==> src/rtl/greedy_word_wrap_unit_defines.svh <==
// ----------------------------------------------------------------------------
// Greedy word wrap assertion macros
// Shared concurrent assertion forms, clocked on clk_i, off during reset.
// ----------------------------------------------------------------------------
`ifndef GREEDY_WORD_WRAP_UNIT_DEFINES_SVH
`define GREEDY_WORD_WRAP_UNIT_DEFINES_SVH

// same-cycle implication
`define GWW_ASSERT_IMPL(lbl, ante, cons, msg) \
  lbl: assert property (@(posedge clk_i) disable iff (!rst_ni) (ante) |-> (cons)) \
    else $error(msg);

// next-cycle implication
`define GWW_ASSERT_NEXT(lbl, ante, cons, msg) \
  lbl: assert property (@(posedge clk_i) disable iff (!rst_ni) (ante) |=> (cons)) \
    else $error(msg);

`endif

==> src/rtl/gww_pkg.sv <==
// ----------------------------------------------------------------------------
// Greedy word wrap package
// Widths, character codes, command and port types shared by the wrap unit.
// ----------------------------------------------------------------------------
package gww_pkg;

  localparam int WORD_MAX  = 32;
  localparam int LEN_W     = $clog2(WORD_MAX + 1);
  localparam int IDX_W     = $clog2(WORD_MAX);
  localparam int ADDR_W    = IDX_W + 1;
  localparam int BYTE_W    = 8;
  localparam int COL_W     = 8;
  localparam int RUN_W     = 2;
  localparam int TAIL_W    = 2;
  localparam int CMD_DEPTH = 2;

  localparam logic [COL_W-1:0]  LINE_WIDTH_RST = 8'd80;
  localparam logic [BYTE_W-1:0] CH_SPACE       = 8'h20;
  localparam logic [BYTE_W-1:0] CH_NEWLINE     = 8'h0A;

  typedef enum logic [1:0] {
    SEP_NONE,
    SEP_SPACE,
    SEP_NEWLINE
  } sep_e;

  typedef enum logic [2:0] {
    BK_IDLE,
    BK_SEP,
    BK_FETCH,
    BK_CHAR,
    BK_TAIL
  } back_state_e;

  typedef struct packed {
    sep_e              sep;
    logic [LEN_W-1:0]  len;
    logic              bank;
    logic [TAIL_W-1:0] tail;
    logic              err;
  } wrap_cmd_t;

  typedef struct packed {
    logic              en;
    logic [ADDR_W-1:0] addr;
    logic [BYTE_W-1:0] data;
  } word_wr_t;

  typedef struct packed {
    logic en;
    logic bank;
  } bank_rel_t;

endpackage

==> src/rtl/gww_front.sv <==
// ----------------------------------------------------------------------------
// Greedy word wrap front end
// Accepts bytes, buffers words, places each word and queues emit commands.
// ----------------------------------------------------------------------------
`include "greedy_word_wrap_unit_defines.svh"

module gww_front (
  input  logic                           clk_i,
  input  logic                           rst_ni,
  input  logic                           in_valid_i,
  output logic                           in_ready_o,
  input  logic [gww_pkg::BYTE_W-1:0]     data_byte_i,
  input  logic                           end_of_input_i,
  input  logic                           cfg_valid_i,
  input  logic [gww_pkg::COL_W-1:0]      cfg_line_width_i,
  input  logic                           fifo_full_i,
  output logic                           push_o,
  output gww_pkg::wrap_cmd_t             cmd_o,
  output gww_pkg::word_wr_t              wr_o,
  input  gww_pkg::bank_rel_t             rel_i
);
  import gww_pkg::*;

  logic [COL_W-1:0]  width_q;
  logic [LEN_W-1:0]  word_len_q, word_len_d;
  logic [COL_W-1:0]  col_q, col_d;
  logic [RUN_W-1:0]  run_q, run_d;
  logic              error_q, error_d;
  logic              bank_q, bank_d;
  logic [1:0]        busy_q, busy_d;

  logic              accept;
  logic              is_nl;
  logic              is_sp;
  logic              is_chr;
  logic              flush;
  logic              has_word;
  logic              buf_full;
  logic [COL_W:0]    fit_sum;
  logic              fits;
  logic              too_long;
  sep_e              sep;
  logic [COL_W-1:0]  col_f;
  logic [TAIL_W-1:0] tail;

  assign in_ready_o = !fifo_full_i && !busy_q[bank_q];

  always_comb begin
    accept   = in_valid_i && in_ready_o;
    is_nl    = !end_of_input_i && (data_byte_i == CH_NEWLINE);
    is_sp    = !end_of_input_i && (data_byte_i == CH_SPACE);
    is_chr   = !end_of_input_i && !is_nl && !is_sp;
    flush    = accept && !is_chr;
    has_word = (word_len_q != '0);
    buf_full = (word_len_q >= LEN_W'(WORD_MAX));
    fit_sum  = {1'b0, col_q} + (COL_W + 1)'(word_len_q) + (COL_W + 1)'(1);
    fits     = (fit_sum <= {1'b0, width_q});
    too_long = has_word && (COL_W'(word_len_q) > width_q);

    sep   = SEP_NONE;
    col_f = col_q;
    if (has_word) begin
      if (col_q == '0) begin
        col_f = COL_W'(word_len_q);
      end else if (fits) begin
        sep   = SEP_SPACE;
        col_f = fit_sum[COL_W-1:0];
      end else begin
        sep   = SEP_NEWLINE;
        col_f = COL_W'(word_len_q);
      end
    end

    tail       = '0;
    word_len_d = word_len_q;
    col_d      = col_q;
    run_d      = run_q;
    error_d    = error_q;
    if (accept) begin
      priority if (end_of_input_i) begin
        tail  = TAIL_W'(1);
        col_d = '0;
        run_d = '0;
      end else if (is_nl) begin
        if (run_q == RUN_W'(1)) begin
          tail  = TAIL_W'(2);
          col_d = '0;
        end else begin
          col_d = col_f;
        end
        run_d = (run_q == RUN_W'(2)) ? run_q : run_q + RUN_W'(1);
      end else if (is_sp) begin
        col_d = col_f;
        run_d = '0;
      end else begin
        run_d = '0;
        if (buf_full) begin
          error_d = 1'b1;
        end else begin
          word_len_d = word_len_q + LEN_W'(1);
        end
      end
      if (flush) begin
        word_len_d = '0;
        error_d    = error_q | too_long;
      end
    end

    push_o      = flush && (has_word || (tail != '0));
    cmd_o.sep   = sep;
    cmd_o.len   = word_len_q;
    cmd_o.bank  = bank_q;
    cmd_o.tail  = tail;
    cmd_o.err   = error_q | too_long;

    wr_o.en     = accept && is_chr && !buf_full;
    wr_o.addr   = {bank_q, word_len_q[IDX_W-1:0]};
    wr_o.data   = data_byte_i;

    bank_d = bank_q;
    busy_d = busy_q;
    if (rel_i.en) begin
      busy_d[rel_i.bank] = 1'b0;
    end
    if (flush && has_word) begin
      bank_d         = ~bank_q;
      busy_d[bank_q] = 1'b1;
    end
  end

  always_ff @(posedge clk_i or negedge rst_ni) begin
    if (!rst_ni) begin
      width_q    <= LINE_WIDTH_RST;
      word_len_q <= '0;
      col_q      <= '0;
      run_q      <= '0;
      error_q    <= 1'b0;
      bank_q     <= 1'b0;
      busy_q     <= '0;
    end else begin
      if (cfg_valid_i) begin
        width_q <= cfg_line_width_i;
      end
      word_len_q <= word_len_d;
      col_q      <= col_d;
      run_q      <= run_d;
      error_q    <= error_d;
      bank_q     <= bank_d;
      busy_q     <= busy_d;
    end
  end

  `GWW_ASSERT_IMPL(a_push_has_room, push_o, !fifo_full_i, "command pushed into full queue")
  `GWW_ASSERT_IMPL(a_write_free_bank, wr_o.en, !busy_q[bank_q], "write into bank being drained")
  `GWW_ASSERT_NEXT(a_error_sticky, error_q, error_q, "error flag cleared")

endmodule

==> src/rtl/gww_cmd_fifo.sv <==
// ----------------------------------------------------------------------------
// Greedy word wrap command queue
// Short queue of emit commands between the front end and the back end.
// ----------------------------------------------------------------------------
module gww_cmd_fifo (
  input  logic               clk_i,
  input  logic               rst_ni,
  input  logic               push_i,
  input  gww_pkg::wrap_cmd_t cmd_i,
  input  logic               pop_i,
  output gww_pkg::wrap_cmd_t cmd_o,
  output logic               full_o,
  output logic               empty_o
);
  import gww_pkg::*;

  localparam int PTR_W = (CMD_DEPTH > 1) ? $clog2(CMD_DEPTH) : 1;
  localparam int CNT_W = $clog2(CMD_DEPTH + 1);

  wrap_cmd_t          entry_q [CMD_DEPTH];
  logic [PTR_W-1:0]   wr_ptr_q, wr_ptr_d;
  logic [PTR_W-1:0]   rd_ptr_q, rd_ptr_d;
  logic [CNT_W-1:0]   count_q, count_d;

  assign full_o  = (count_q == CNT_W'(CMD_DEPTH));
  assign empty_o = (count_q == '0);
  assign cmd_o   = entry_q[rd_ptr_q];

  always_comb begin
    wr_ptr_d = wr_ptr_q;
    rd_ptr_d = rd_ptr_q;
    count_d  = count_q;
    if (push_i) begin
      wr_ptr_d = (wr_ptr_q == PTR_W'(CMD_DEPTH - 1)) ? '0 : wr_ptr_q + PTR_W'(1);
    end
    if (pop_i) begin
      rd_ptr_d = (rd_ptr_q == PTR_W'(CMD_DEPTH - 1)) ? '0 : rd_ptr_q + PTR_W'(1);
    end
    unique case ({push_i, pop_i})
      2'b10:   count_d = count_q + CNT_W'(1);
      2'b01:   count_d = count_q - CNT_W'(1);
      default: count_d = count_q;
    endcase
  end

  always_ff @(posedge clk_i) begin
    if (push_i) begin
      entry_q[wr_ptr_q] <= cmd_i;
    end
  end

  always_ff @(posedge clk_i or negedge rst_ni) begin
    if (!rst_ni) begin
      wr_ptr_q <= '0;
      rd_ptr_q <= '0;
      count_q  <= '0;
    end else begin
      wr_ptr_q <= wr_ptr_d;
      rd_ptr_q <= rd_ptr_d;
      count_q  <= count_d;
    end
  end

endmodule

==> src/rtl/gww_back.sv <==
// ----------------------------------------------------------------------------
// Greedy word wrap back end
// Holds the word banks and emits separator, word and newline bytes.
// ----------------------------------------------------------------------------
`include "greedy_word_wrap_unit_defines.svh"

module gww_back (
  input  logic                       clk_i,
  input  logic                       rst_ni,
  input  logic                       empty_i,
  input  gww_pkg::wrap_cmd_t         cmd_i,
  output logic                       pop_o,
  input  gww_pkg::word_wr_t          wr_i,
  output gww_pkg::bank_rel_t         rel_o,
  output logic                       out_valid_o,
  input  logic                       out_ready_i,
  output logic [gww_pkg::BYTE_W-1:0] out_byte_o,
  output logic                       last_o,
  output logic                       word_too_long_o
);
  import gww_pkg::*;

  logic [BYTE_W-1:0] mem [2 * WORD_MAX];
  logic [BYTE_W-1:0] rd_data_q;

  back_state_e       state_q, state_d;
  wrap_cmd_t         cur_q, cur_d;
  logic [IDX_W-1:0]  idx_q, idx_d;
  logic [TAIL_W-1:0] tail_cnt_q, tail_cnt_d;

  logic              out_valid_q, out_valid_d;
  logic [BYTE_W-1:0] out_byte_q;
  logic              last_q;
  logic              err_q;

  logic              out_free;
  logic              last_chr;
  logic              load;
  logic [BYTE_W-1:0] byte_n;
  logic              last_n;

  assign out_free = !out_valid_q || out_ready_i;
  assign last_chr = ({1'b0, idx_q} == (cur_q.len - LEN_W'(1)));

  always_comb begin
    state_d = state_q;
    unique case (state_q)
      BK_IDLE: begin
        if (!empty_i) begin
          if (cmd_i.sep != SEP_NONE) begin
            state_d = BK_SEP;
          end else if (cmd_i.len != '0) begin
            state_d = BK_FETCH;
          end else begin
            state_d = BK_TAIL;
          end
        end
      end
      BK_SEP: begin
        if (out_free) begin
          state_d = BK_FETCH;
        end
      end
      BK_FETCH: state_d = BK_CHAR;
      BK_CHAR: begin
        if (out_free) begin
          if (!last_chr) begin
            state_d = BK_FETCH;
          end else if (cur_q.tail != '0) begin
            state_d = BK_TAIL;
          end else begin
            state_d = BK_IDLE;
          end
        end
      end
      BK_TAIL: begin
        if (out_free && (tail_cnt_q == TAIL_W'(1))) begin
          state_d = BK_IDLE;
        end
      end
      default: state_d = BK_IDLE;
    endcase
  end

  always_comb begin
    pop_o      = 1'b0;
    load       = 1'b0;
    byte_n     = CH_NEWLINE;
    last_n     = 1'b0;
    rel_o.en   = 1'b0;
    rel_o.bank = cur_q.bank;
    cur_d      = cur_q;
    idx_d      = idx_q;
    tail_cnt_d = tail_cnt_q;
    unique case (state_q)
      BK_IDLE: begin
        pop_o      = !empty_i;
        cur_d      = cmd_i;
        idx_d      = '0;
        tail_cnt_d = cmd_i.tail;
      end
      BK_SEP: begin
        load   = out_free;
        byte_n = (cur_q.sep == SEP_SPACE) ? CH_SPACE : CH_NEWLINE;
      end
      BK_FETCH: ;
      BK_CHAR: begin
        load   = out_free;
        byte_n = rd_data_q;
        last_n = last_chr && (cur_q.tail == '0);
        if (out_free) begin
          idx_d    = idx_q + IDX_W'(1);
          rel_o.en = last_chr;
        end
      end
      BK_TAIL: begin
        load   = out_free;
        last_n = (tail_cnt_q == TAIL_W'(1));
        if (out_free) begin
          tail_cnt_d = tail_cnt_q - TAIL_W'(1);
        end
      end
      default: ;
    endcase
    out_valid_d = load ? 1'b1 : (out_valid_q && !out_ready_i);
  end

  always_ff @(posedge clk_i) begin
    if (wr_i.en) begin
      mem[wr_i.addr] <= wr_i.data;
    end
    rd_data_q <= mem[{cur_q.bank, idx_q}];
  end

  always_ff @(posedge clk_i) begin
    cur_q      <= cur_d;
    idx_q      <= idx_d;
    tail_cnt_q <= tail_cnt_d;
    if (load) begin
      out_byte_q <= byte_n;
      last_q     <= last_n;
      err_q      <= cur_q.err;
    end
  end

  always_ff @(posedge clk_i or negedge rst_ni) begin
    if (!rst_ni) begin
      state_q     <= BK_IDLE;
      out_valid_q <= 1'b0;
    end else begin
      state_q     <= state_d;
      out_valid_q <= out_valid_d;
    end
  end

  assign out_valid_o     = out_valid_q;
  assign out_byte_o      = out_byte_q;
  assign last_o          = last_q;
  assign word_too_long_o = err_q;

  `GWW_ASSERT_IMPL(a_pop_not_empty, pop_o, !empty_i, "pop from empty queue")
  `GWW_ASSERT_IMPL(a_char_has_word, state_q == BK_CHAR, cur_q.len != '0, "emit from empty word")
  `GWW_ASSERT_IMPL(a_tail_count, state_q == BK_TAIL, tail_cnt_q != '0, "newline run exhausted")

endmodule

==> src/rtl/greedy_word_wrap_unit.sv <==
// ----------------------------------------------------------------------------
// Greedy word wrap unit
// Reflows a byte stream greedily to a configurable line width.
// ----------------------------------------------------------------------------
// Usage:
//   Input requests carry one byte, or an end-of-input mark, on in_valid_i /
//   in_ready_o. Output requests carry one wrapped byte each on out_valid_o /
//   out_ready_i; last_o marks the final byte caused by an input request and
//   word_too_long_o is the sticky error flag. The cfg channel writes the line
//   width and is always ready; write it only while the unit is idle.
//   With the back end idle, an accepted input request is queued as a
//   command and popped in the idle state; its first byte is loaded from
//   the separator or tail state, or after a bank read when a word opens
//   the line. Each word character takes a bank read and an output load,
//   separators and newlines only a load; commands pop only when idle.
//   Input bytes are taken one per cycle while the 2-entry command queue has
//   room and the word bank being filled is not still draining.
//   Reset clears the line state and the error flag and sets the width to 80.
//   A stalled receiver holds the output register; the queue then fills and
//   in_ready_o drops.
// ----------------------------------------------------------------------------
module greedy_word_wrap_unit (
  input  logic                       clk_i,
  input  logic                       rst_ni,
  input  logic                       in_valid_i,
  output logic                       in_ready_o,
  input  logic [gww_pkg::BYTE_W-1:0] data_byte_i,
  input  logic                       end_of_input_i,
  input  logic                       cfg_valid_i,
  output logic                       cfg_ready_o,
  input  logic [gww_pkg::COL_W-1:0]  cfg_line_width_i,
  output logic                       out_valid_o,
  input  logic                       out_ready_i,
  output logic [gww_pkg::BYTE_W-1:0] out_byte_o,
  output logic                       last_o,
  output logic                       word_too_long_o
);
  import gww_pkg::*;

  logic      push;
  logic      pop;
  logic      full;
  logic      empty;
  wrap_cmd_t cmd_in;
  wrap_cmd_t cmd_out;
  word_wr_t  wr;
  bank_rel_t rel;

  assign cfg_ready_o = 1'b1;

  gww_front u_front (
    .clk_i            (clk_i),
    .rst_ni           (rst_ni),
    .in_valid_i       (in_valid_i),
    .in_ready_o       (in_ready_o),
    .data_byte_i      (data_byte_i),
    .end_of_input_i   (end_of_input_i),
    .cfg_valid_i      (cfg_valid_i),
    .cfg_line_width_i (cfg_line_width_i),
    .fifo_full_i      (full),
    .push_o           (push),
    .cmd_o            (cmd_in),
    .wr_o             (wr),
    .rel_i            (rel)
  );

  gww_cmd_fifo u_fifo (
    .clk_i   (clk_i),
    .rst_ni  (rst_ni),
    .push_i  (push),
    .cmd_i   (cmd_in),
    .pop_i   (pop),
    .cmd_o   (cmd_out),
    .full_o  (full),
    .empty_o (empty)
  );

  gww_back u_back (
    .clk_i           (clk_i),
    .rst_ni          (rst_ni),
    .empty_i         (empty),
    .cmd_i           (cmd_out),
    .pop_o           (pop),
    .wr_i            (wr),
    .rel_o           (rel),
    .out_valid_o     (out_valid_o),
    .out_ready_i     (out_ready_i),
    .out_byte_o      (out_byte_o),
    .last_o          (last_o),
    .word_too_long_o (word_too_long_o)
  );

endmodule

==> config.mk <==
export PLATFORM = sky130hd
export DESIGN_NAME = greedy_word_wrap_unit
export DESIGN_NICKNAME = d
export VERILOG_FILES = /design/src/rtl/gww_pkg.sv /design/src/rtl/gww_front.sv /design/src/rtl/gww_cmd_fifo.sv /design/src/rtl/gww_back.sv /design/src/rtl/greedy_word_wrap_unit.sv
export VERILOG_INCLUDE_DIRS = /design/src /design/src/rtl
export SDC_FILE = /design/constraint.sdc
export NUM_CORES = 1
export LEC_CHECK = 0
export BUFFER_PORTS_ARGS = -buffer_cell sky130_fd_sc_hd__buf_2
export CELL_PAD_IN_SITES_DETAIL_PLACEMENT = 1
export CELL_PAD_IN_SITES_GLOBAL_PLACEMENT = 2
export CORE_UTILIZATION = 45
export DETAILED_ROUTE_END_ITERATION = 7
export PLACE_DENSITY_LB_ADDON = 0.1
export SYNTH_ARGS = -nofsm -noshare
export SYNTH_HDL_FRONTEND = slang
export SYNTH_SLANG_ARGS = --single-unit
==> constraint.sdc <==
create_clock -name clk_i -period 4.7 [get_ports clk_i]
set_clock_uncertainty 0.15 [all_clocks]
set_input_delay 0.94 -clock clk_i [delete_from_list [all_inputs] [get_ports clk_i]]
set_output_delay 0.94 -clock clk_i [all_outputs]
set_load 0.05 [all_outputs]
==> reports/metrics.cfg <==
[run_status]
status = completed

[routing]
final_antenna_net_count = 0
wl_per_cell_um = 28.5
drt_iter0_markers = 922
drt-vias-per-instance = 5.86
drt_wl_total_um = 63000
drtPass1Iterations = 5
drc = 0
dr_total_vias = 13000

[floorplanning]
die_h_um = 236
coreArea_um2 = 54000
die-width_um = 236
start_util_pct = 45.7
fp.dieArea_um2 = 55800
num_rows = 85
io_pins = 35

[synthesis]
synthMuxAreaShare_pct = 12.5
synthesis.area_um2 = 24700
synth_compound_area_share_pct = 4.92
synth_fa_ha_area_share_pct = 1.50
yosysSeqAreaShare_pct = 73.1
yosys_most_used_dff = edfxtp_1
synth_cells = 1380
syn_avg_cell_area_um2 = 17.9
synth_nets = 1431
synth-edff-count = 565
yosysTopAreaCell = edfxtp_1
synth_xor_area_share_pct = 0.639
synth-simple-area-share_pct = 5.68
synth_cell_types = 63
ys_ff_latch = 609
async_reset_ff_share_pct = 5.91
synth_top_family_by_area = multiplexers
netlist.area_leader.share_pct = 68.8
yosysWarnings = 0
netlist_top_cells_area = edfxtp_1 (69%), mux4_2 (11%), dfrtp_1 (3.4%)

[placement]
portBuffers = 33
gp_congestion = 0.831
placed_cell_area_um2 = 25800
pre_cts_ws_ns = 0.354
hpwl_um = 41300

[setup_path]
regToRegStartpoint = u_front.word_len_q[0]
crit_type = reg -> reg
path_buf_inv = 3
crit_chain = inv_1 -> ha_1 -> inv_1 -> fa_1 -> a211oi_1 -> o21ai_0 -> o21ai_0 -> xnor2_1 -> ha_1 -> nand2_1 -> or3_1 -> o211ai_1 -> buf_4 -> and3_1 -> o221ai_1 -> a22o_1
arrival_ns = 4.43
end_kind = flop
max_stage_delay_ns = 0.42
startpoint_type = flop
rr_worst_depth = 16
worstPathRequired_ns = 5.02
r2r-end = u_front.col_q[4]
crit_slowest_cell = fa_1
critical_path.top_delay_family = compound AO/OA/AOI/OAI gates
ff2ff_setup_slack_ns = 0.59
worst-path-max-fanout = 9

[sta]
final_period_minus_worst_setup_slack_ns = 4.11
hold_violations = 0
worstMarginPinSlew_ns = 1.06
slew_violations = 0
hold_slack_ns = 0.318
slew_headroom_pct = 29.2
finalSetupViolations = 0
fin_crit_sh_pct = 87.4
fin_tns_setup_ns = 0
fmax_mhz = 243
setup_ws_ns = 0.591
rsz0062_at_grt = false

[pwr]
total_power_mw = 15.9
p_leak_nw = 9.10
peakVddDrop_mv = 0.332
p_per_area_nw_per_um2 = 569

[flow_run]
drv_cap = 0

[clock_network]
root_buffer = clkbuf_16
post_cts_buffers = 0
path_clk_slew_ns = 0.06
clock-sinks = 609
clock_path_buffers = 3
clock_latency_ns = 0.58
hold_buffers = 0
cts.repair.resized = 0
cts_tree = yes
numCtsBuffers = 66
htree_num_levels = 3

[finish]
final_area_um2 = 27900
nets = 1513
area_growth_pct = 13.1
nFillCells = 4993
drive_gt1_share_pct = 21.0

[min_path]
hold_class = reg -> reg
hold_path_depth = 0
hold_end = u_back.word_too_long_o
worstHoldStart = u_back.cur_q[0]

[grt]
grt_overflow = 0
grt_first_pass_wirelength_um = 93700
grt_max_degree = 67
antenna_found_initial = 5
grt_usage_pct = 23.2
grt_pass1_vias = 13800

## state kept, by name (all words and copies together), names as in the netlist
signal,count
u_front.width_q,8
u_fifo.wr_ptr_q,1
u_back.tail_cnt_q,2
u_back.mem,512
u_front.word_len_q,6
u_back.rd_data_q,8
u_front.error_q,1
u_back.cur_q,11
u_back.state_q,3
u_back.rel_o,1
u_front.bank_q,1
u_back.last_o,1
u_front.busy_q,2
u_back.idx_q,5
u_fifo.entry_q,24
u_fifo.count_q,2
u_back.out_byte_o,8
u_back.out_valid_o,1
u_back.word_too_long_o,1
u_front.run_q,2
u_fifo.rd_ptr_q,1
u_front.col_q,8
## area by class of cell
class                      instances  area (µm²)  share of cell area [%]
multi-input combinational        679        6240                    22.4
antenna                            3        7.51                  0.0269
clock buffer                      92        1810                    6.50
clock inverter                    27         243                   0.870
inverter                          22        82.6                   0.296
timing repair buffer              84         611                    2.19
tap                              696         871                    3.12
sequential                       609       18000                    64.6
## layer usage
metal / global-route usage [%] / wire length (µm)
met3: 5.82 / 3940
met4: 7.18 / 1640
met2: 36.2 / 29700
met1: 32.3 / 27700
met5: 0 / 0
## report_power, final
part	leakage, nW	internal, mW	switching [mW]
combinational	2.49	1.80	2.61
sequential	5.62	6.22	0.269
clock	1.00	2.92	2.06
total	9.10	10.9	4.94
## through the flow
step	utilization, %	instances
floorplan	-	1380
global placement	47.8	2090
detailed placement	47.8	2090
CTS	51.6	2209
global route	51.6	2211
finish	51.6	2212
## Yosys cell counts (all sizes together) (12+ instances only)
| cell type | instances |
|---|---|
| o22ai | 12 |
| nand3 | 21 |
| a21oi | 25 |
| clkbuf | 30 |
| buf | 40 |
| mux2i | 22 |
| nor2 | 112 |
| mux2 | 23 |
| inv | 22 |
| edfxtp | 565 |
| mux4 | 116 |
| dfrtp | 34 |
| nand2 | 55 |
| ha | 28 |
| o21ai | 42 |
| a22oi | 36 |
| nor3 | 17 |
## logic make-up (layout without fill, tap and decap cells)
kind of cell,after synthesis,after routing
flops,609,609
simple gates,289,289
compound gates,181,181
mux,161,161
buf+inv,92,225
fa+ha+maj,29,29
xor+xnor,18,18
other cells,1,4
## worst max-delay path by stage
stage	cells past startpoint	end	from
2_1_floorplan	17	u_front.col_q[1]	u_front.word_len_q[0]
3_3_place_gp	7	u_back.mem[62][1]	data_byte_i[1]
3_5_place_dp	7	u_back.mem[54][0]	data_byte_i[1]
4_1_cts	16	u_front.col_q[4]	u_front.word_len_q[0]
5_1_grt	16	u_front.col_q[5]	u_front.word_len_q[0]
6_report	16	u_front.col_q[4]	u_front.word_len_q[0]
## cell usage in the layout, fill, tap and decap left out, types with 8 or more instances in the layout
cell	instances
o21ai_0	41
clkbuf_16	69
mux2i_1	22
buf_2	33
o22ai_1	12
buf_4	46
dfxtp_1	8
clkbuf_1	23
mux2_2	23
a22o_1	9
nor4_1	8
dfrtp_1	34
a21oi_1	25
nor3_1	17
ha_1	28
a31oi_1	9
xor2_1	11
nor2b_1	10
mux4_2	116
or3_1	8
clkinv_1	8
edfxtp_1	565
nand3_1	21
and3_1	11
nor2_1	112
clkinv_2	10
a22oi_1	36
nand2_1	55
inv_1	22
nand3b_1	11
Power figures use the tool's default switching activity.
